File: config.mk
export PLATFORM = sky130hd
export DESIGN_NAME = kvq_fp8_quant
export DESIGN_NICKNAME = d
export VERILOG_FILES = /design/src/sv/kvq_pkg.sv /design/src/sv/kvq_fp8_quant.sv
export SDC_FILE = /design/constraint.sdc
export NUM_CORES = 2
export LEC_CHECK = 0
export ABC_CLOCK_PERIOD_IN_PS = 9450
export BUFFER_PORTS_ARGS = -buffer_cell sky130_fd_sc_hd__buf_2
export CORE_MARGIN = 5
export CORE_UTILIZATION = 45
export CTS_BUF_LIST = sky130_fd_sc_hd__clkbuf_8
export DETAILED_ROUTE_END_ITERATION = 16
export PLACE_DENSITY_LB_ADDON = 0.05
export SLEW_MARGIN = 30
export SYNTH_ARGS = -nofsm -noshare
export SYNTH_HDL_FRONTEND = slang
export SYNTH_SLANG_ARGS = --single-unit
export TNS_END_PERCENT = 30
File: constraint.sdc
create_clock -name i_clk -period 9.45 [get_ports i_clk]
set_clock_uncertainty 0.15 [all_clocks]
set_input_delay 0.945 -clock i_clk [delete_from_list [all_inputs] [get_ports i_clk]]
set_output_delay 0.945 -clock i_clk [all_outputs]
set_load 0.05 [all_outputs]
File: src/sv/kvq_pkg.sv
// ----------------------------------------------------------------------------
// kvq_pkg
// Shared types and constants of the paged key/value cache scatter unit.
// ----------------------------------------------------------------------------
package kvq_pkg;

    localparam logic [2:0] CFG_HEAD_COUNT      = 3'd0;
    localparam logic [2:0] CFG_HEAD_WIDTH      = 3'd1;
    localparam logic [2:0] CFG_SLOTS_PER_BLOCK = 3'd2;
    localparam logic [2:0] CFG_PACK_WIDTH      = 3'd3;
    localparam logic [2:0] CFG_CACHE_FORMAT    = 3'd4;
    localparam logic [2:0] CFG_KEY_SCALE       = 3'd5;
    localparam logic [2:0] CFG_VALUE_SCALE     = 3'd6;

    localparam logic [1:0] FMT_PASS = 2'd0;
    localparam logic [1:0] FMT_E4M3 = 2'd1;
    localparam logic [1:0] FMT_E5M2 = 2'd2;

    localparam logic [10:0] SPB_MAX  = 11'd1024;
    localparam logic [4:0]  PACK_MAX = 5'd16;

    localparam logic [31:0] FP32_ONE     = 32'h3F800000;
    localparam logic [31:0] FP32_QNAN    = 32'h7FC00000;
    localparam logic [31:0] FP32_INF_MAG = 32'h7F800000;

    localparam logic [31:0] E4M3_OVF      = 32'h43F00000;
    localparam logic [31:0] E4M3_MIN_NORM = 32'h3C800000;
    localparam logic [31:0] E4M3_BIAS_ADJ = 32'h3C000000;
    localparam logic [31:0] E4M3_HALF     = 32'h0007FFFF;
    localparam logic [7:0]  E4M3_TINY     = 8'd141;
    localparam logic [31:0] E5M2_OVF      = 32'h47800000;
    localparam logic [31:0] E5M2_MIN_NORM = 32'h38800000;
    localparam logic [31:0] E5M2_BIAS_ADJ = 32'h38000000;
    localparam logic [31:0] E5M2_HALF     = 32'h000FFFFF;
    localparam logic [7:0]  E5M2_TINY     = 8'd134;
    localparam logic [6:0]  FP8_NAN       = 7'h7F;
    localparam logic [6:0]  E5M2_INF      = 7'h7C;

    typedef struct packed {
        logic        drop;
        logic [30:0] blk;
        logic [10:0] off;
        logic [17:0] head;
        logic [10:0] ho;
        logic [10:0] grp;
        logic [4:0]  lane;
    } t_addr_in;

    typedef struct packed {
        logic [8:0]  head_count;
        logic [10:0] head_width;
        logic [10:0] slots_per_block;
        logic [4:0]  pack_width;
        logic [10:0] groups;
    } t_geom;

endpackage

File: src/sv/kvq_fp8_quant.sv
// ----------------------------------------------------------------------------
// kvq_fp8_quant
// Four-stage fp32 scale multiply and fp8 E4M3/E5M2 encode, or pass-through.
// ----------------------------------------------------------------------------
module kvq_fp8_quant (
    input  logic        i_clk,
    input  logic [31:0] i_word,
    input  logic [31:0] i_scale,
    input  logic [1:0]  i_format,
    output logic [31:0] o_code
);
    import kvq_pkg::*;

    function automatic logic [6:0] f_tiny(input logic [31:0] a, input logic [7:0] base);
        logic [7:0]  e;
        logic [7:0]  s;
        logic [31:0] m;
        logic [31:0] q;
        logic [31:0] rm;
        logic [31:0] half;
        e    = a[30:23];
        m    = {8'd0, 1'b1, a[22:0]};
        s    = base - e;
        q    = m >> s;
        rm   = m & ((32'd1 << s) - 32'd1);
        half = 32'd1 << (s - 8'd1);
        if ((rm > half) || ((rm == half) && q[0])) begin
            q = q + 32'd1;
        end
        if ((e == 8'd0) || (s > 8'd25)) begin
            q = '0;
        end
        return q[6:0];
    endfunction

    // stage 1: unpack, specials, mantissa product
    logic [7:0]  ea, eb;
    logic [23:0] ma, mb;
    logic        a_nan, b_nan, a_inf, b_inf, a_zero, b_zero;
    logic        r1_sign, r1_nan, r1_inf;
    logic [47:0] r1_prod;
    logic [8:0]  r1_esum;
    logic [31:0] r1_word;

    always_comb begin
        ea     = (i_word[30:23] == 8'd0) ? 8'd1 : i_word[30:23];
        eb     = (i_scale[30:23] == 8'd0) ? 8'd1 : i_scale[30:23];
        ma     = {(i_word[30:23] != 8'd0), i_word[22:0]};
        mb     = {(i_scale[30:23] != 8'd0), i_scale[22:0]};
        a_nan  = (i_word[30:23] == 8'hFF) && (i_word[22:0] != 23'd0);
        b_nan  = (i_scale[30:23] == 8'hFF) && (i_scale[22:0] != 23'd0);
        a_inf  = (i_word[30:23] == 8'hFF) && (i_word[22:0] == 23'd0);
        b_inf  = (i_scale[30:23] == 8'hFF) && (i_scale[22:0] == 23'd0);
        a_zero = (i_word[30:0] == 31'd0);
        b_zero = (i_scale[30:0] == 31'd0);
    end

    always_ff @(posedge i_clk) begin
        r1_sign <= i_word[31] ^ i_scale[31];
        r1_nan  <= a_nan || b_nan || (a_inf && b_zero) || (b_inf && a_zero);
        r1_inf  <= a_inf || b_inf;
        r1_prod <= ma * mb;
        r1_esum <= {1'b0, ea} + {1'b0, eb};
        r1_word <= i_word;
    end

    // stage 2: leading zero count
    logic [5:0]  lz;
    logic        r2_sign, r2_nan, r2_inf;
    logic [47:0] r2_prod;
    logic [8:0]  r2_esum;
    logic [5:0]  r2_lz;
    logic [31:0] r2_word;

    always_comb begin
        lz = '0;
        for (int i = 0; i < 48; i++) begin
            if (r1_prod[i]) begin
                lz = 6'(47 - i);
            end
        end
    end

    always_ff @(posedge i_clk) begin
        r2_sign <= r1_sign;
        r2_nan  <= r1_nan;
        r2_inf  <= r1_inf;
        r2_prod <= r1_prod;
        r2_esum <= r1_esum;
        r2_lz   <= lz;
        r2_word <= r1_word;
    end

    // stage 3: normalize and round to fp32
    logic [47:0]        pn;
    logic signed [10:0] ex;
    logic [23:0]        mr;
    logic               rnd;
    logic [31:0]        pb;
    logic [31:0]        r3_pb;
    logic [31:0]        r3_word;

    always_comb begin
        pn  = r2_prod << r2_lz;
        rnd = pn[23] && ((pn[22:0] != 23'd0) || pn[24]);
        mr  = {1'b0, pn[46:24]} + {23'd0, rnd};
        ex  = $signed({2'b00, r2_esum}) - $signed({5'd0, r2_lz}) - 11'sd126
              + $signed({10'd0, mr[23]});
        if (r2_nan) begin
            pb = FP32_QNAN;
        end else if (r2_inf || (ex >= 11'sd255)) begin
            pb = {r2_sign, FP32_INF_MAG[30:0]};
        end else if ((r2_prod == 48'd0) || (ex <= 11'sd0)) begin
            pb = {r2_sign, 31'd0};
        end else begin
            pb = {r2_sign, ex[7:0], mr[22:0]};
        end
    end

    always_ff @(posedge i_clk) begin
        r3_pb   <= pb;
        r3_word <= r2_word;
    end

    // stage 4: fp8 encode
    logic [31:0] mag;
    logic [31:0] t;
    logic [6:0]  r;
    logic [7:0]  code;
    logic [7:0]  r4_code;
    logic [31:0] r4_word;

    always_comb begin
        mag = {1'b0, r3_pb[30:0]};
        t   = '0;
        if (i_format == FMT_E4M3) begin
            if (mag >= E4M3_OVF) begin
                r = FP8_NAN;
            end else if (mag < E4M3_MIN_NORM) begin
                r = f_tiny(mag, E4M3_TINY);
            end else begin
                t = mag - E4M3_BIAS_ADJ + E4M3_HALF + {31'd0, mag[20]};
                r = t[26:20];
            end
        end else begin
            if (mag >= E5M2_OVF) begin
                r = (mag > FP32_INF_MAG) ? FP8_NAN : E5M2_INF;
            end else if (mag < E5M2_MIN_NORM) begin
                r = f_tiny(mag, E5M2_TINY);
            end else begin
                t = mag - E5M2_BIAS_ADJ + E5M2_HALF + {31'd0, mag[21]};
                r = t[27:21];
            end
        end
        code = (mag > FP32_INF_MAG) ? {1'b0, FP8_NAN} : {r3_pb[31], r};
    end

    always_ff @(posedge i_clk) begin
        r4_code <= code;
        r4_word <= r3_word;
    end

    assign o_code = ((i_format == FMT_E4M3) || (i_format == FMT_E5M2))
                    ? {24'd0, r4_code} : r4_word;

endmodule

* Yosys cells after proc, flatten, opt, wreduce, memory -nomap -nowiden
Index checks and enable logic that the tools add are counted.
** Word-level totals
- Bits in registers :: 294
- Bits of input ports :: 67
- Output and inout bits :: 32
- Logic and storage cells :: 173
** Cells by class
- Add/subtract/negate cells :: 19
- Multiply operators :: 1
- $lt $le $gt $ge :: 11
- Equality and inequality tests :: 6
- Shift-type cells :: 7
- Mux-type cells :: 61
- Bitwise gates (word level) :: 3
- Reductions and logical operators :: 41
** Operators with widths (number)
- $shl A1 B8 Y32 const A :: 4
- $mux W6 :: 16
- $mux W5 :: 16
- $reduce_bool A23 Y1 :: 3
- $and A24 B32 Y32 :: 2
- $eq A32 B32 Y1 :: 2
- $gt A32 B32 Y1 :: 2
- $sub A32 B1 Y32 const B :: 2
- $mux W7 :: 9
- $ge A31 B31 Y1 const B :: 2
- $logic_not A31 Y1 :: 2
- $lt A31 B30 Y1 const B :: 2
- $logic_not A48 Y1 :: 1
- $mul A24 B24 Y48 :: 1
- $shl A48 B6 Y47 :: 1
- $shr A24 B8 Y7 :: 2
- $logic_not A23 Y1 :: 2
- $mux W32 :: 1
- $mux W4 :: 8
- $reduce_or A32 Y1 :: 1
- $gt A31 B31 Y1 const B :: 1
- $mux W31 :: 1
- $add A28 B1 Y28 :: 1
- $add A28 B20 Y28 const B :: 1
- other kinds (33) :: 66

* Longest topological paths before layout
- Depth after elaboration :: 47
- Gate-level depth with buffers :: 30
- Mapped depth without buffers :: 26

* Least setup slack after synthesis
Ideal clock, no wire load.
- Path type :: input -> register
- From :: input port i_scale[14]
- To :: register r1_prod[44]
- Library setup time :: 0.136 ns
- Arrival time :: 7.553 ns
- Required time :: 9.164 ns
- Path slack :: 1.611 ns
- Cell stages on the path :: 24
- Path buffers :: 2
- Path through :: clkbuf_1 -> clkbuf_1 -> nand2_1 -> fa_1 -> inv_1 -> fa_1 -> inv_1 -> fa_1 -> inv_1 -> fa_1 -> inv_1 -> fa_1 -> fa_1 -> inv_1 -> fa_1 -> ha_1 -> or4_1 -> or4_1 -> a2bb2oi_1 -> a22o_1 -> o22ai_1 -> o21ai_0 -> mux2i_1 -> o2111ai_1
** On the way
- Cells in the longest elaborated chain, start to end :: 1
** Ends and longest elaborated chain
- start: declaration :: RTL line kvq_fp8_quant.sv:8 : input logic [31:0] i_scale,
- $mul A24 B24 Y48 :: RTL line kvq_fp8_quant.sv:62 : r1_prod <= ma * mb;
- end signal: assignment :: RTL line kvq_fp8_quant.sv:62
- end: declaration :: RTL line kvq_fp8_quant.sv:41 : logic [47:0] r1_prod;
Every way passes these cells.
A chain may end at the register's enable or synchronous reset.

* Final worst setup path
- From :: input port i_word[8]
- To :: register r1_prod[45]
** On the way
- Cells in the longest elaborated chain, start to end :: 1
** Ends and longest elaborated chain
- start: declaration :: RTL line kvq_fp8_quant.sv:7 : input logic [31:0] i_word,
- $mul A24 B24 Y48 :: RTL line kvq_fp8_quant.sv:62
Every way passes these cells.

==> results.toml <==
[status]
status = "finished clean"

[floorplanning]
initial_core_util = 0.454
dieArea_um2 = 85600
fp.coreArea_um2 = 79100
die_x_um = 293
io_pins = 99
die_y_um = 293
std_cell_rows = 103

[cts]
cts_tree = "yes"
h-tree-depth = 2
insertion_delay_ns = 0.64
path_clk_slew_ns = 0.07
ctsHoldBuffers = 0
cts_root_buffer = "clkbuf_8"
clk_path_buf_depth = 3
cts_resized = 0
cts_setup_buffers = 0
cts-buffers-inserted = 49
clock-sinks = 294

[grt]
grt_max_degree = 48
grt_pass1_vias = 29200
overflow = 0
antenna_found_initial = 1
grt_pass1_wl_um = 172000
grt_use_total = 0.255

[sta]
relSlewSlack = 0.413
finalSetupViolations = 0
post-route-period-util = 0.850
final_hold_viol_count = 0
slew_viol_final = 0
min_period_ns = 8.04
max_freq_mhz = 124
rsz0062_at_grt = "no"
setup_ws_ns = 1.41
worst_pin_slew_ns = 0.874
setup_tns_ns = 0

[route]
via_per_inst = 5.58
drcViolationCount = 0
vias = 28000
drt_pass1_iterations = 5
ant_nets = 0
wl_um = 109000
wire_per_inst_um = 21.8
drt_iter0_markers = 1745

[cells_and_area]
drive_gt1_frac = 0.104
fill_cells = 7836
area.growth.synth_to_final_pct = 6.29
nets = 4741
stdcell_area_um2 = 38200

[synthesis]
synth_enable_flop_cells = 0
seq_area_frac_synth = 0.164
synth_ff_type = "dfxtp_1"
synth_fp_nets = 4771
ys_ff_latch = 294
syn_area_per_cell_um2 = 9.06
async_flop_share = 0
ys_warn_count = 0
synth_area_um2 = 35900
syn_inst = 3966
yosysUniqueCellTypes = 100

[critical_path]
path_delay_family = "adder cells"
cp-end-kind = "flip-flop"
path_max_fanout = 26
cp.arrival_ns = 8.43
start_kind = "input port"
slowest_delay_ns = 0.58
path_buf_inv = 4
crit_chain = "buf_2, nand2_1, fa_1, inv_1, fa_1, fa_1, inv_1, fa_1, fa_1, inv_1, fa_1, fa_1, ha_1, a21o_1, a21oi_1, nand2_1, a2111oi_0, o22ai_1, a221oi_1, a21oi_1, a21o_1, a21oi_1, xnor2_1"
cp.required_ns = 9.85
crit_slowest_cell = "fa_1"
path_class = "in -> reg"
crit_path_frequent_cell = "fa_1"

[place]
place_ws_ns = 0.781
placed_area_um2 = 37100
portBuffers = 98
dp_hpwl_um = 83700
place.gp.congestion = 0.917

[worst_hold_path]
hp-class = "reg -> reg"

[run]
max-cap-violations = 0
routing by layer:
layer,part of all wire,up-vias,global-route usage
li1,-,12900,-
met1,0.41,14000,0.328
met2,0.50,870,0.445
met3,0.049,240,0.0288
met4,0.042,0,0.0984
met5,0,-,0
worst paths after layout:
path                 end  cells past startpoint  slack, ns       start
max          r1_prod[45]                     23       1.41   i_word[8]
min           r4_word[1]                      0       0.17  r3_word[1]
max reg2reg   r4_code[6]                     25       1.75   r3_pb[25]
min reg2reg   r4_word[1]                      0       0.17  r3_word[1]
final cells by class:
cell class | instances | area, µm² | share of cell area
clock buffers | 62 | 853 | 0.0223
well taps | 1050 | 1310 | 0.0344
clock inverters | 28 | 203 | 0.00531
diodes | 2 | 5.00 | 0.000131
multi-input cells | 2916 | 27100 | 0.709
inverters | 532 | 2000 | 0.0523
repair buffers | 143 | 848 | 0.0222
flip-flops and latches | 294 | 5900 | 0.154
synth_stat cells (all sizes together) (53+ instances only):
| master | count | area [µm²] |
|---|---|---|
| inv | 530 | 1990 |
| o21ai | 84 | 424 |
| a21oi | 111 | 556 |
| xnor2 | 75 | 664 |
| nor4 | 60 | 418 |
| nand2 | 576 | 2160 |
| mux2 | 53 | 597 |
| buf | 54 | 334 |
| clkbuf | 170 | 638 |
| dfxtp | 294 | 5890 |
| and2 | 240 | 1500 |
| nor3 | 62 | 310 |
| fa | 484 | 9690 |
| ha | 254 | 3180 |
| nor2 | 222 | 836 |
| mux4 | 92 | 2070 |
kinds of logic (layout without fill, tap and decap cells):
kind of cell    after synthesis  after routing  synth area share
xor+xnor                    122            122            0.0299
flops                       294            294             0.164
mux                         192            192            0.0877
other cells                   0              2                 0
simple gates               1373           1373             0.183
compound gates              491            491            0.0947
buf+inv                     756            765            0.0826
fa+ha+maj                   738            738             0.358
placed cells by master, fill, tap and decap left out, types with 53 or more instances in the layout:
cell,netlist,routed
fa_1,484,484
mux2_2,53,53
nor4_1,56,56
mux4_2,92,92
clkbuf_8,0,62
nand2_1,576,576
buf_2,27,98
dfxtp_1,294,291
and2_1,240,240
nor3_1,62,62
inv_1,527,539
nor2_1,221,221
o21ai_0,81,80
a21oi_1,111,111
ha_1,254,254
xnor2_1,74,74
stage by stage:
stage / utilization / hold WS (ns) / cells
after floorplan: - / 0.160 / 3966
after global placement: 0.469 / 0.160 / 4934
after detailed placement: 0.469 / 0.162 / 4935
after CTS: 0.483 / 0.166 / 5025
after global routing: 0.483 / 0.179 / 5026
final: 0.483 / 0.169 / 5027
registers in the layout, summed over array words and instances, names as in the netlist:
signal,count
r1_word,32
r2_lz,6
r2_word,32
r2_inf,1
r1_esum,9
r1_prod,48
r1_nan,1
r2_nan,1
r2_sign,1
r1_sign,1
r4_word,32
r3_pb,32
r4_code,8
r2_prod,48
r2_esum,9
r3_word,32
r1_inf,1
Power is not shown: default switching activity piles up to over one toggle a cycle in this logic, so the estimate is an artifact.
