$ cat src/sv/kvq_div_pipe.sv
// ----------------------------------------------------------------------------
// kvq_div_pipe
// Restoring divider, one quotient bit per register stage, with sideband.
// ----------------------------------------------------------------------------
module kvq_div_pipe #(
    parameter int NUM_W  = 8,
    parameter int DEN_W  = 4,
    parameter int SIDE_W = 1
) (
    input  logic              i_clk,
    input  logic              i_rst_n,
    input  logic              i_valid,
    input  logic [NUM_W-1:0]  i_num,
    input  logic [DEN_W-1:0]  i_den,
    input  logic [SIDE_W-1:0] i_side,
    output logic              o_valid,
    output logic [NUM_W-1:0]  o_quo,
    output logic [DEN_W-1:0]  o_rem,
    output logic [SIDE_W-1:0] o_side
);

    logic              r_vld  [NUM_W];
    logic [NUM_W-1:0]  r_num  [NUM_W];
    logic [NUM_W-1:0]  r_quo  [NUM_W];
    logic [DEN_W-1:0]  r_rem  [NUM_W];
    logic [SIDE_W-1:0] r_side [NUM_W];

    for (genvar g = 0; g < NUM_W; g++) begin : g_stage
        logic              v_in;
        logic [NUM_W-1:0]  num_in;
        logic [NUM_W-1:0]  quo_in;
        logic [DEN_W-1:0]  rem_in;
        logic [SIDE_W-1:0] side_in;
        logic [DEN_W:0]    trial;
        logic [NUM_W-1:0]  n_quo;
        logic [DEN_W-1:0]  n_rem;

        if (g == 0) begin : g_head
            assign v_in    = i_valid;
            assign num_in  = i_num;
            assign quo_in  = '0;
            assign rem_in  = '0;
            assign side_in = i_side;
        end else begin : g_tail
            assign v_in    = r_vld[g-1];
            assign num_in  = r_num[g-1];
            assign quo_in  = r_quo[g-1];
            assign rem_in  = r_rem[g-1];
            assign side_in = r_side[g-1];
        end

        always_comb begin
            trial = {rem_in, num_in[NUM_W-1-g]};
            n_quo = quo_in;
            n_rem = trial[DEN_W-1:0];
            if (trial >= {1'b0, i_den}) begin
                n_rem = DEN_W'(trial - {1'b0, i_den});
                n_quo[NUM_W-1-g] = 1'b1;
            end
        end

        always_ff @(posedge i_clk) begin
            if (!i_rst_n) begin
                r_vld[g] <= 1'b0;
            end else begin
                r_vld[g] <= v_in;
            end
        end

        always_ff @(posedge i_clk) begin
            r_num[g]  <= num_in;
            r_quo[g]  <= n_quo;
            r_rem[g]  <= n_rem;
            r_side[g] <= side_in;
        end
    end

    assign o_valid = r_vld[NUM_W-1];
    assign o_quo   = r_quo[NUM_W-1];
    assign o_rem   = r_rem[NUM_W-1];
    assign o_side  = r_side[NUM_W-1];

endmodule

$ cat config.mk
export PLATFORM = sky130hd
export DESIGN_NAME = kvq_div_pipe
export DESIGN_NICKNAME = d
export VERILOG_FILES = /design/src/sv/kvq_div_pipe.sv
export SDC_FILE = /design/constraint.sdc
export NUM_CORES = 1
export LEC_CHECK = 0
export ABC_AREA = 1
export BUFFER_PORTS_ARGS = -buffer_cell sky130_fd_sc_hd__buf_4
export CAP_MARGIN = 20
export CORE_UTILIZATION = 60
export DETAILED_ROUTE_END_ITERATION = 6
export PLACE_DENSITY = 0.85
export REMOVE_ABC_BUFFERS = 1
export SYNTH_ARGS = -nofsm -noshare
export SYNTH_HDL_FRONTEND = slang
export SYNTH_SLANG_ARGS = --single-unit
$ cat constraint.sdc
create_clock -name i_clk -period 3.7 [get_ports i_clk]
set_input_delay 0 -clock i_clk [delete_from_list [all_inputs] [get_ports i_clk]]
set_output_delay 0 -clock i_clk [all_outputs]
set_load 0.05 [all_outputs]
# Yosys cells after proc, flatten, opt, wreduce, memory -nomap -nowiden
# Memories as Yosys holds them, arrays and structs flattened.
# Index checks and enable logic that the tools add are counted.
# op_classes
add_sub_neg	8
n_lt_le_gt_ge	8
muxes	26
n_bitwise	8
# op_table
cell	count
>= comparator 5 x 4 -> 1 bit	7
two-way mux 4 bit	8
subtractor 4 bit	7
two-way mux 1 bit	18
OR 1 bit	8
>= comparator 1 x 4 -> 1 bit	1
subtractor 1 x 4 -> 4 bit	1
# totals
regBits	0
mem_bits_rw	176
in_bits	16
output_inout_bits	14
mem_count	5
# memory_table
memory	words	word_bits	read_ports	rd_clocked_by_memory_dff	wr	line	source
r_num	8	8	7	0	8	23	logic [NUM_W-1:0] r_num [NUM_W];
r_quo	8	8	8	0	8	24	logic [NUM_W-1:0] r_quo [NUM_W];
r_rem	8	4	8	0	8	25	logic [DEN_W-1:0] r_rem [NUM_W];
r_side	8	1	8	0	8	26	logic [SIDE_W-1:0] r_side [NUM_W];
r_vld	8	1	8	0	8	22	logic r_vld [NUM_W];

# Longest topological paths before layout
# Gate-level depths: netlist (run 1).
# An unclocked memory read counts as a cell.
# depth
ltp_word	3
depth_mapped	10
ltp_nobuf	10

# Worst setup path before layout (run 1)
# No wires, ideal clock.
# synth_timing
kind	flip-flop to flip-flop
startpoint	memory r_num[5][1]
endpoint	memory r_rem[6][2], in the netlist r_rem[1][10]
setup_ps	112
arrival_time_ps	1119
t_required_ps	3588
setup_slack_ps	2469
stages_incl_launch_ff	7
n_path_buf	0
synth_period_minus_slack_ps	1231
path_cell_list	dfxtp_1 -> inv_1 -> ha_1 -> fa_1 -> xnor2_1 -> nand2_1 -> nand2_1
# synth_rtl
element	line
start: declaration	23
end: declaration	25

==> out/results.txt, run 1 <==
Die ar.: 7030 sq um
leakage power figure: 2.36 nW
total clock sinks: 112
type of origin of the critical path: register
Crit-path slowest cell: dfxtp_1
cell with the most instances on the worst path: nand2_1
clock slew at reported path FFs: 0.10 ns
wire length of the first global-routing pass: 11.0 mm
Area growth syn-to-layout: 15.8%
post-route fraction of the period consumed by the critical path: 39.3%
VDD IR max: 0.000430 V
post-synthesis share of cell area spent on and, or, nand and nor gates: 23.1%
mux share of post-synthesis cell area: 0%
hpwl dp: 4.40 mm
overall overflow remaining after global route: 0
highest achievable clock rate: 0.687 GHz
fraction of final layout cells with drive strength greater than 1: 17.3%
die extent in x: 83.8 um
gate count of the mapped netlist: 400
minimum clock period after layout: 1.46 ns
fin. max-slew vios: 0
effective utilization at floorplan: 62.6%
crit path kind: register to register
io pins: 30
register area share after synthesis: 55.8%
clock latency of the later-clocked register in the worst-skew pair: 0.37 ns
synth unique cells: 16
total global routing track utilization: 20.4%
via count of the first global-routing pass: 2617
slew at the pin closest to its max-slew limit: 0.457 ns
TritonCTS clock tree: built
max incr delay on CP: 0.34 ns
largest cells by area after synthesis: dfxtp_1 56%, ha_1 9.3%, nand2_1 8.3%
share of the synthesized area in the top cell type: 55.8%
dpl cells: 505
Critical Path RT: 3.97 ns
root buffer cell: clkbuf_8
core region area: 6420 sq um
number of cell rows: 29
power density over cell area: 812 nW/um^2
cell breakdown of the critical path: ha_1 -> a21oi_1 -> nand2_1 -> nand2_2 -> nand2_4 -> nand2_1 -> nand2_1
routed len/inst: 12.2 um
final-stage net count: 504
post-CTS resize count: 0
number of failing setup endpoints in the final timing report: 0
final standard cell area without fillers: 4650 sq um
Hold Worst Slack: 0.121 ns
CTS buffer count: 9
start point of the worst hold path: i_den[0]
setup TNS: 0 ns
# port buffers: 29
deepest level of the CTS H-tree: 3
element type at the critical path end: register
max-capacitance violation count: 0
drt initial violations: 125
register bit count reported by yosys: 112
total wire length: 6.52 mm
Avg Vias per Cell: 4.88
post-synthesis area per instance: 10.0 sq um
final hold vios: 0
worst hold path class: primary input to register
# Post-CTS Setup Buffers: 0
fraction of the mapped netlist area in compound gates: 1.12%
unrepaired setup endpoints after global routing: no
RePlAce Congestion: 0.761
antenna violations before repair: 0
count of placed standard cells in the final layout, fillers left out: 533
remaining antenna violation count after routing: 0
number of diodes: 0
final core utilization: 72.5%
worst setup path startpoint: r_rem[1][5]
skew final: 0.00416 ns
data arrival time at the worst-slack endpoint: 1.73 ns
Worst Path Max Fanout: 5
synthesis warning total: 0
beginning of the worst register-to-register path: r_rem[1][5]
violations in the final reports: DRC
largest family of logic cells by synthesized area: simple AND/OR/NAND/NOR gates
routed vias: 2602
normalized max-slew margin: 69.5%
buffers from clock root to sink, at most: 2
run status: complete, but fails checks
post-synthesis share of cell area spent on xor and xnor gates: 1.53%
largest area contributor in the synthesized netlist: dfxtp_1
number of detailed-routing iterations run before antenna repair: 6
Post-route DRC: 9
pin count of the biggest net entering global routing: 19
adder-cell area share of the yosys netlist: 12.8%
die outline height: 83.8 um
total cell area at the placement stage: 4330 sq um
post-synthesis instance area: 4020 sq um
-- logic make-up (layout without fill, tap and decap cells) --
group | after synthesis | after routing
AND/OR/NAND/NOR | 175 | 175
flip-flops | 112 | 112
buffers and inverters | 60 | 116
adder cells (fa/ha/maj) | 37 | 37
AO/OA/AOI/OAI | 9 | 9
XOR/XNOR | 7 | 7
-- cell usage after synthesis, drive strengths merged --
cell type / number
dfxtp: 112
o21ai: 1
inv: 59
or2: 7
xnor2: 7
nand2: 103
ha: 30
nand3b: 7
fa: 7
a21oi: 8
clkbuf: 1
nand3: 29
nor2: 29
-- worst max-delay path: cells and delay by family, from the launching register on --
family                     cells  cell delay (ns)
AOI/OAI and AO/OA              1             0.22
adders and majority gates      1             0.34
DFF                            1             0.34
and+or+nand+nor                5             0.45
-- timing repair --
action,CTS,global route
hold endpoints to repair,17,0
hold buffers,12,0
setup endpoints to repair,0,0
-- final cells by class --
class | instances | area [sq um]
inverter | 59 | 221
multi-input combinational | 228 | 1550
fill | 459 | 1770
tap | 77 | 96.3
sequential | 112 | 2240
clock inverter | 5 | 63.8
timing repair buffer | 41 | 338
clock buffer | 11 | 141
-- power by group --
| group | leakage, nW | switching [mW] | internal, mW |
|---|---|---|---|
| Clock | 0.106 | 0.395 | 0.339 |
| Combinational | 1.31 | 0.891 | 0.535 |
| Sequential | 0.938 | 0.113 | 1.50 |
-- worst paths after layout --
kind / to / slack [ns] / depth (start not counted)
worst min-delay path: r_rem[0][0] / 0.12 / 3
worst max register to register: r_rem[1][8] / 2.24 / 7
worst max-delay path: r_rem[1][8] / 2.24 / 7
worst min register to register: r_quo[1][27] / 0.33 / 0
-- metal layers --
metal  GRT usage, %  vias to the layer above  routed length, um
li1               -                     1327                  -
met5              0                        -                  0
met3           7.52                       17                305
met2           35.9                       56               3310
met1           21.2                     1202               2720
met4           10.2                        0                191
-- sequential cells by signal, indices dropped and copies added (netlist names) --
register and flops:
r_num 28, r_quo 36, r_rem 32, r_side 8
r_vld 8
-- cells in the final DEF (no fill, tap or decap) --
cell	synthesis	final
clkbuf_1	1	1
inv_6	0	1
o21ai_0	1	1
clkbuf_8	0	10
nand2_4	7	7
fa_1	7	7
nor2_1	15	15
nand3b_1	7	7
dlygate4sd3_1	0	12
nand2_2	7	7
or2_4	7	7
nand3_1	29	29
a21oi_1	8	8
dfxtp_1	112	112
xnor2_1	7	7
inv_1	59	59
bufinv_16	0	1
clkinv_2	0	1
nor2_4	14	14
buf_4	0	29
nand2_1	89	89
ha_1	30	30
inv_8	0	1
clkinv_4	0	1
-- stage by stage --
| stage | setup WS, ns | total power [mW] |
|---|---|---|
| 5_1_grt | 2.08 | 4.03 |
| 2_1_floorplan | 2.47 | 2.72 |
| 3_3_place_gp | 2.26 | 2.97 |
| 4_1_cts | 2.28 | 3.79 |
| 3_5_place_dp | 2.21 | 3.04 |
| 6_report | 2.24 | 3.78 |
Note: power is estimated with default switching activity, not from simulation.
==> run 2: changes to the inputs <==
- CORE_UTILIZATION: 60 -> 53
- PLACE_DENSITY: 0.85 -> 0.79
- clock period: 3.7 -> 1.17 ns (I/O delays scaled with it)
==> out/results.txt, run 2 (synthesis results as in run 1) <==
largest register by flop count: r_quo
leakage power figure: 2.60 nW
Logic pwr share: 46.3%
effective utilization at floorplan: 55.1%
Reg power frac: 38.0%
Setup Slack @ Placement: -0.201 ns
io pins: 30
most frequent cells in the layout: 86 x dfxtp_1, 58 x buf_4, 57 x nand2_1
Avg Vias per Cell: 4.86
routed vias: 2851
max incr delay on CP: 0.42 ns
Worst Path Max Fanout: 2
via count of the first global-routing pass: 2849
number of flip-flops in the largest register: 36
buffers from clock root to sink, at most: 2
total wire length: 8.49 mm
cell breakdown of the critical path: inv_2 -> ha_4 -> fa_1 -> xnor2_1 -> nand2_1 -> nand2_1
number of detailed-routing iterations run before antenna repair: 4
Critical Path RT: 1.44 ns
type of origin of the critical path: register
# port buffers: 29
root buffer cell: clkbuf_8
die extent in x: 89.1 um
unrepaired setup endpoints after global routing: yes
fin. max-slew vios: 0
Die ar.: 7940 sq um
core region area: 7290 sq um
die outline height: 89.1 um
Psw: 5.43 mW
wire length of the first global-routing pass: 13.2 mm
relative contribution of the clock network to total power: 15.7%
leading cell type in the layout, fill and taps excluded: dfxtp_1
drt initial violations: 104
total clock sinks: 112
final standard cell area without fillers: 5580 sq um
element type at the critical path end: register
final-stage net count: 536
internal power contribution: 8.63 mW
Final Worst Setup Slack: -0.192 ns
hpwl dp: 4.78 mm
remaining antenna violation count after routing: 0
run status: complete, but fails checks
data arrival time at the worst-slack endpoint: 1.63 ns
CTS buffer count: 9
deepest level of the CTS H-tree: 3
antenna violations before repair: 0
Post-route DRC: 0
clock slew at reported path FFs: 0.10 ns
VDD IR max: 0.00180 V
Largest regs: r_quo (36), r_rem (32), r_num (28)
pin count of the biggest net entering global routing: 21
total global routing track utilization: 22.9%
max-capacitance violation count: 0
clock latency of the later-clocked register in the worst-skew pair: 0.36 ns
violations in the final reports: setup timing
kind of cell adding the most delay to the critical path: adder cells
total cell area at the placement stage: 4560 sq um
post-route fraction of the period consumed by the critical path: 116%
overall overflow remaining after global route: 0
minimum clock period after layout: 1.36 ns
TritonCTS clock tree: built
number of diodes: 0
fraction of final layout cells with drive strength greater than 1: 46.9%
routed len/inst: 14.5 um
highest achievable clock rate: 0.734 GHz
RePlAce Congestion: 0.845
worst hold path class: primary input to register
slew at the pin closest to its max-slew limit: 0.304 ns
cell with the most instances on the worst path: nand2_1
Area growth syn-to-layout: 38.8%
final hold vios: 0
net switching share of the total power: 38.6%
number of failing setup endpoints in the final timing report: 29
Bufs and invs on worst path: 1
power density over cell area: 2520 nW/um^2
number of cell rows: 31
crit path kind: register to register
Crit-path slowest cell: fa_1
normalized max-slew margin: 79.7%
skew final: 0.00415 ns
## run 2: changes by cell type in the layout (fill, tap and decap cells not counted), sizes merged
cell / previous run / this run
buf: 29 / 61
bufinv: 1 / 0
clkbuf: 11 / 10
inv: 61 / 63
## run 2: path summary, 6_finish.rpt
path / depth (start not counted) / startpoint / slack [ns] / end
hold reg to reg: 0 / r_num[3][2] / 0.33 / r_num[4][2]
setup / recovery: 6 / r_num[1][5] / -0.19 / r_rem[0][10]
setup reg to reg: 6 / r_num[1][5] / -0.19 / r_rem[0][10]
hold / removal: 4 / i_num[7] / 0.06 / r_rem[0][0]
## run 2: metrics by stage
| stage | hold slack, ns | total power [mW] | util (%) | TNS [ns] | instances |
|---|---|---|---|---|---|
| 2_1_floorplan | 0.0277 | 8.60 | - | -1.10 | 399 |
| 3_3_place_gp | 0.104 | 9.68 | 62.6 | -2.70 | 551 |
| 3_5_place_dp | 0.106 | 9.93 | 62.6 | -4.24 | 551 |
| 4_1_cts | 0.0551 | 13.2 | 74.1 | -1.92 | 583 |
| 5_1_grt | 0.0827 | 14.9 | 76.5 | -4.33 | 587 |
| 6_report | 0.0604 | 14.1 | 76.5 | -2.69 | 587 |
## run 2: power groups by stage
stage	sequential (mW)	combinational, mW	clock (mW)
6_report	5.35	6.51	2.21
5_1_grt	5.44	7.02	2.42
4_1_cts	5.31	5.61	2.26
3_5_place_dp	5.21	4.72	0
3_3_place_gp	5.18	4.50	0
2_1_floorplan	5.70	2.90	0
## run 2: layout make-up
class	instances	area [sq um]
Clock buffer	10	138
Clock inverter	6	57.6
Fill cell	463	1710
Inverter	59	221
Multi-Input combinational cell	228	2150
Sequential cell	112	2280
Tap cell	99	124
Timing Repair Buffer	73	607
## run 2: timing repair
action                                  CTS  global route
hold buffers                             12             0
resized for setup                       103            42
endpoints found under the setup margin   35            34
endpoints found under the hold margin    17             0
cloned                                    0             0
buffers inserted                          4             4
pin swaps                                29            32
## run 2: routing by layer
| layer | up-vias | global-route usage (%) | share of wire (%) | wire length [um] |
|---|---|---|---|---|
| met4 | 0 | 10.4 | 2.9 | 248 |
| met5 | - | 0 | 0 | 0 |
| met1 | 1356 | 24.7 | 40 | 3380 |
| li1 | 1403 | - | - | - |
| met2 | 70 | 40.8 | 54 | 4550 |
| met3 | 22 | 7.39 | 3.7 | 316 |
## run 2: tightest hold or removal path, stage by stage
cell     delay, ns
buf_4         0.11
inv_1         0.05
ha_1          0.14
o21ai_0       0.09
==> run 3: changes to the inputs <==
==> constraint.sdc (replaced) <==
create_clock -name i_clk -period 1.17 [get_ports i_clk]
set_input_delay 0.234 -clock i_clk [delete_from_list [all_inputs] [get_ports i_clk]]
set_output_delay 0.234 -clock i_clk [all_outputs]
set_load 0.05 [all_outputs]
==> out/results.txt, run 3 (synthesis results as in run 1) <==
die extent in x: 89.1 um
max incr delay on CP: 0.55 ns
largest register by flop count: r_quo
final standard cell area without fillers: 5620 sq um
number of failing setup endpoints in the final timing report: 28
final core utilization: 77.0%
max-capacitance violation count: 0
clock latency of the later-clocked register in the worst-skew pair: 0.37 ns
root buffer cell: clkbuf_8
antenna violations before repair: 0
io pins: 30
Area growth syn-to-layout: 39.7%
skew final: 0.00576 ns
most frequent cells in the layout: 84 x dfxtp_1, 59 x nand2_1, 59 x buf_4
crit path kind: register to register
global-route layer with the greatest usage: met2
leakage power figure: 2.60 nW
overall overflow remaining after global route: 0
type of origin of the critical path: register
remaining antenna violation count after routing: 0
Setup Slack @ Placement: -0.381 ns
routed len/inst: 13.7 um
final-stage net count: 538
effective utilization at floorplan: 55.1%
GR Util met2: 39.1%
# port buffers: 29
total global routing track utilization: 21.5%
core region area: 7290 sq um
fraction of final layout cells with drive strength greater than 1: 50.4%
normalized max-slew margin: 81.0%
total cell area at the placement stage: 4610 sq um
Final Worst Setup Slack: -0.161 ns
hold path endpoint: r_vld[0][0]
minimum clock period after layout: 1.33 ns
RePlAce Congestion: 0.882
post-route fraction of the period consumed by the critical path: 114%
Avg Vias per Cell: 4.79
fin. max-slew vios: 0
Critical Path RT: 1.44 ns
fill cell instance count of the final layout: 467
violations in the final reports: setup timing
run status: complete, but fails checks
deepest level of the CTS H-tree: 3
beginning of the worst register-to-register path: r_num[1][5]
worst hold path class: primary input to register
Largest regs: r_quo (36), r_rem (32), r_num (28)
setup TNS: -2.07 ns
Die ar.: 7940 sq um
total clock sinks: 112
via count of the first global-routing pass: 2831
cell breakdown of the critical path: inv_2 -> ha_4 -> fa_2 -> inv_2 -> nand2_1 -> nand2_1
die outline height: 89.1 um
reg-to-reg critical path endpoint: r_rem[0][9]
hpwl dp: 4.43 mm
global-route track usage on met1: 21.5%
CTS buffer count: 9
leading cell type in the layout, fill and taps excluded: dfxtp_1
Post-route DRC: 0
number of diodes: 0
Crit-path slowest cell: fa_2
Global Route met3 Usage: 7.20%
buffers from clock root to sink, at most: 2
pin count of the biggest net entering global routing: 18
data arrival time at the worst-slack endpoint: 1.60 ns
Tot Pwr: 14.0 mW
start point of the worst hold path: i_valid
number of detailed-routing iterations run before antenna repair: 4
Hold Worst Slack: 0.0666 ns
highest achievable clock rate: 0.751 GHz
number of flip-flops in the largest register: 36
routed vias: 2813
power density over cell area: 2500 nW/um^2
number of cells on the worst reg-to-reg path: 6
dpl cells: 556
slew at the pin closest to its max-slew limit: 0.284 ns
count of placed standard cells in the final layout, fillers left out: 587
wire length of the first global-routing pass: 12.4 mm
final hold vios: 0
TritonCTS clock tree: built
number of cell rows: 31
VDD IR max: 0.00165 V
clock slew at reported path FFs: 0.10 ns
r2r setup slk: -0.16 ns
element type at the critical path end: register
hold path depth: 3
Worst Path Max Fanout: 2
unrepaired setup endpoints after global routing: yes
drt initial violations: 95
total wire length: 8.07 mm
-- run 3: cell count changes in the layout (fill, tap and decap cells not counted), moves of 3 or more --
| cell | change |
|---|---|
| buf_6 | +4 |
| dlygate4sd3_1 | -4 |
| inv_1 | -4 |
| inv_2 | +4 |
| nand2_4 | -4 |
| dfxtp_2 | +3 |
-- run 3: where the power goes --
group / internal (mW) / total [mW] / switching [mW]
logic: 3.02 / 6.60 / 3.58
clock network: 0.822 / 2.07 / 1.24
registers: 4.85 / 5.35 / 0.498
-- run 3: worst max path at each step --
| stage | from | to | slack, ns | depth (start not counted) |
|---|---|---|---|---|
| after floorplan | i_den[2] | r_rem[1][10] | -0.13 | 8 |
| after global placement | i_den[2] | r_rem[0][9] | -0.35 | 10 |
| after detailed placement | i_den[2] | r_rem[1][1] | -0.38 | 10 |
| after CTS | r_num[0][6] | r_rem[0][5] | -0.13 | 6 |
| after global routing | r_num[1][5] | r_rem[0][9] | -0.20 | 6 |
| final | r_num[1][5] | r_rem[0][9] | -0.16 | 6 |
-- run 3: layout make-up --
type                    instances  area (sq um)  area share [%]
clock buffers                  10           138            2.45
clock inverters                 4          30.0           0.535
inverters                      59           221            3.94
multi-input cells             228          2180            38.8
flip-flops and latches        112          2280            40.7
well taps                      99           124            2.21
repair buffers                 75           639            11.4
-- run 3: repair_timing --
item / 4_1_cts / 5_1_grt
endpoints found under the hold margin: 8 / 0
gates resized for setup: 97 / 62
endpoints found under the setup margin: 35 / 36
hold buffers: 8 / 0
pin swaps: 34 / 44
buffers inserted: 7 / 2
-- run 3: layer usage --
metal | up-vias | wire (um)
met1 | 1323 | 3220
met2 | 71 | 4350
met3 | 19 | 276
met4 | 0 | 219
met5 | - | 0
li1 | 1400 | -
-- run 3: worst max-delay path, delay by kind of cell (launching register included) --
family / cells / cell delay, ns
flip-flops: 1 / 0.35
adder cells (fa/ha/maj): 2 / 0.71
buffers and inverters: 2 / 0.08
AND/OR/NAND/NOR: 2 / 0.10
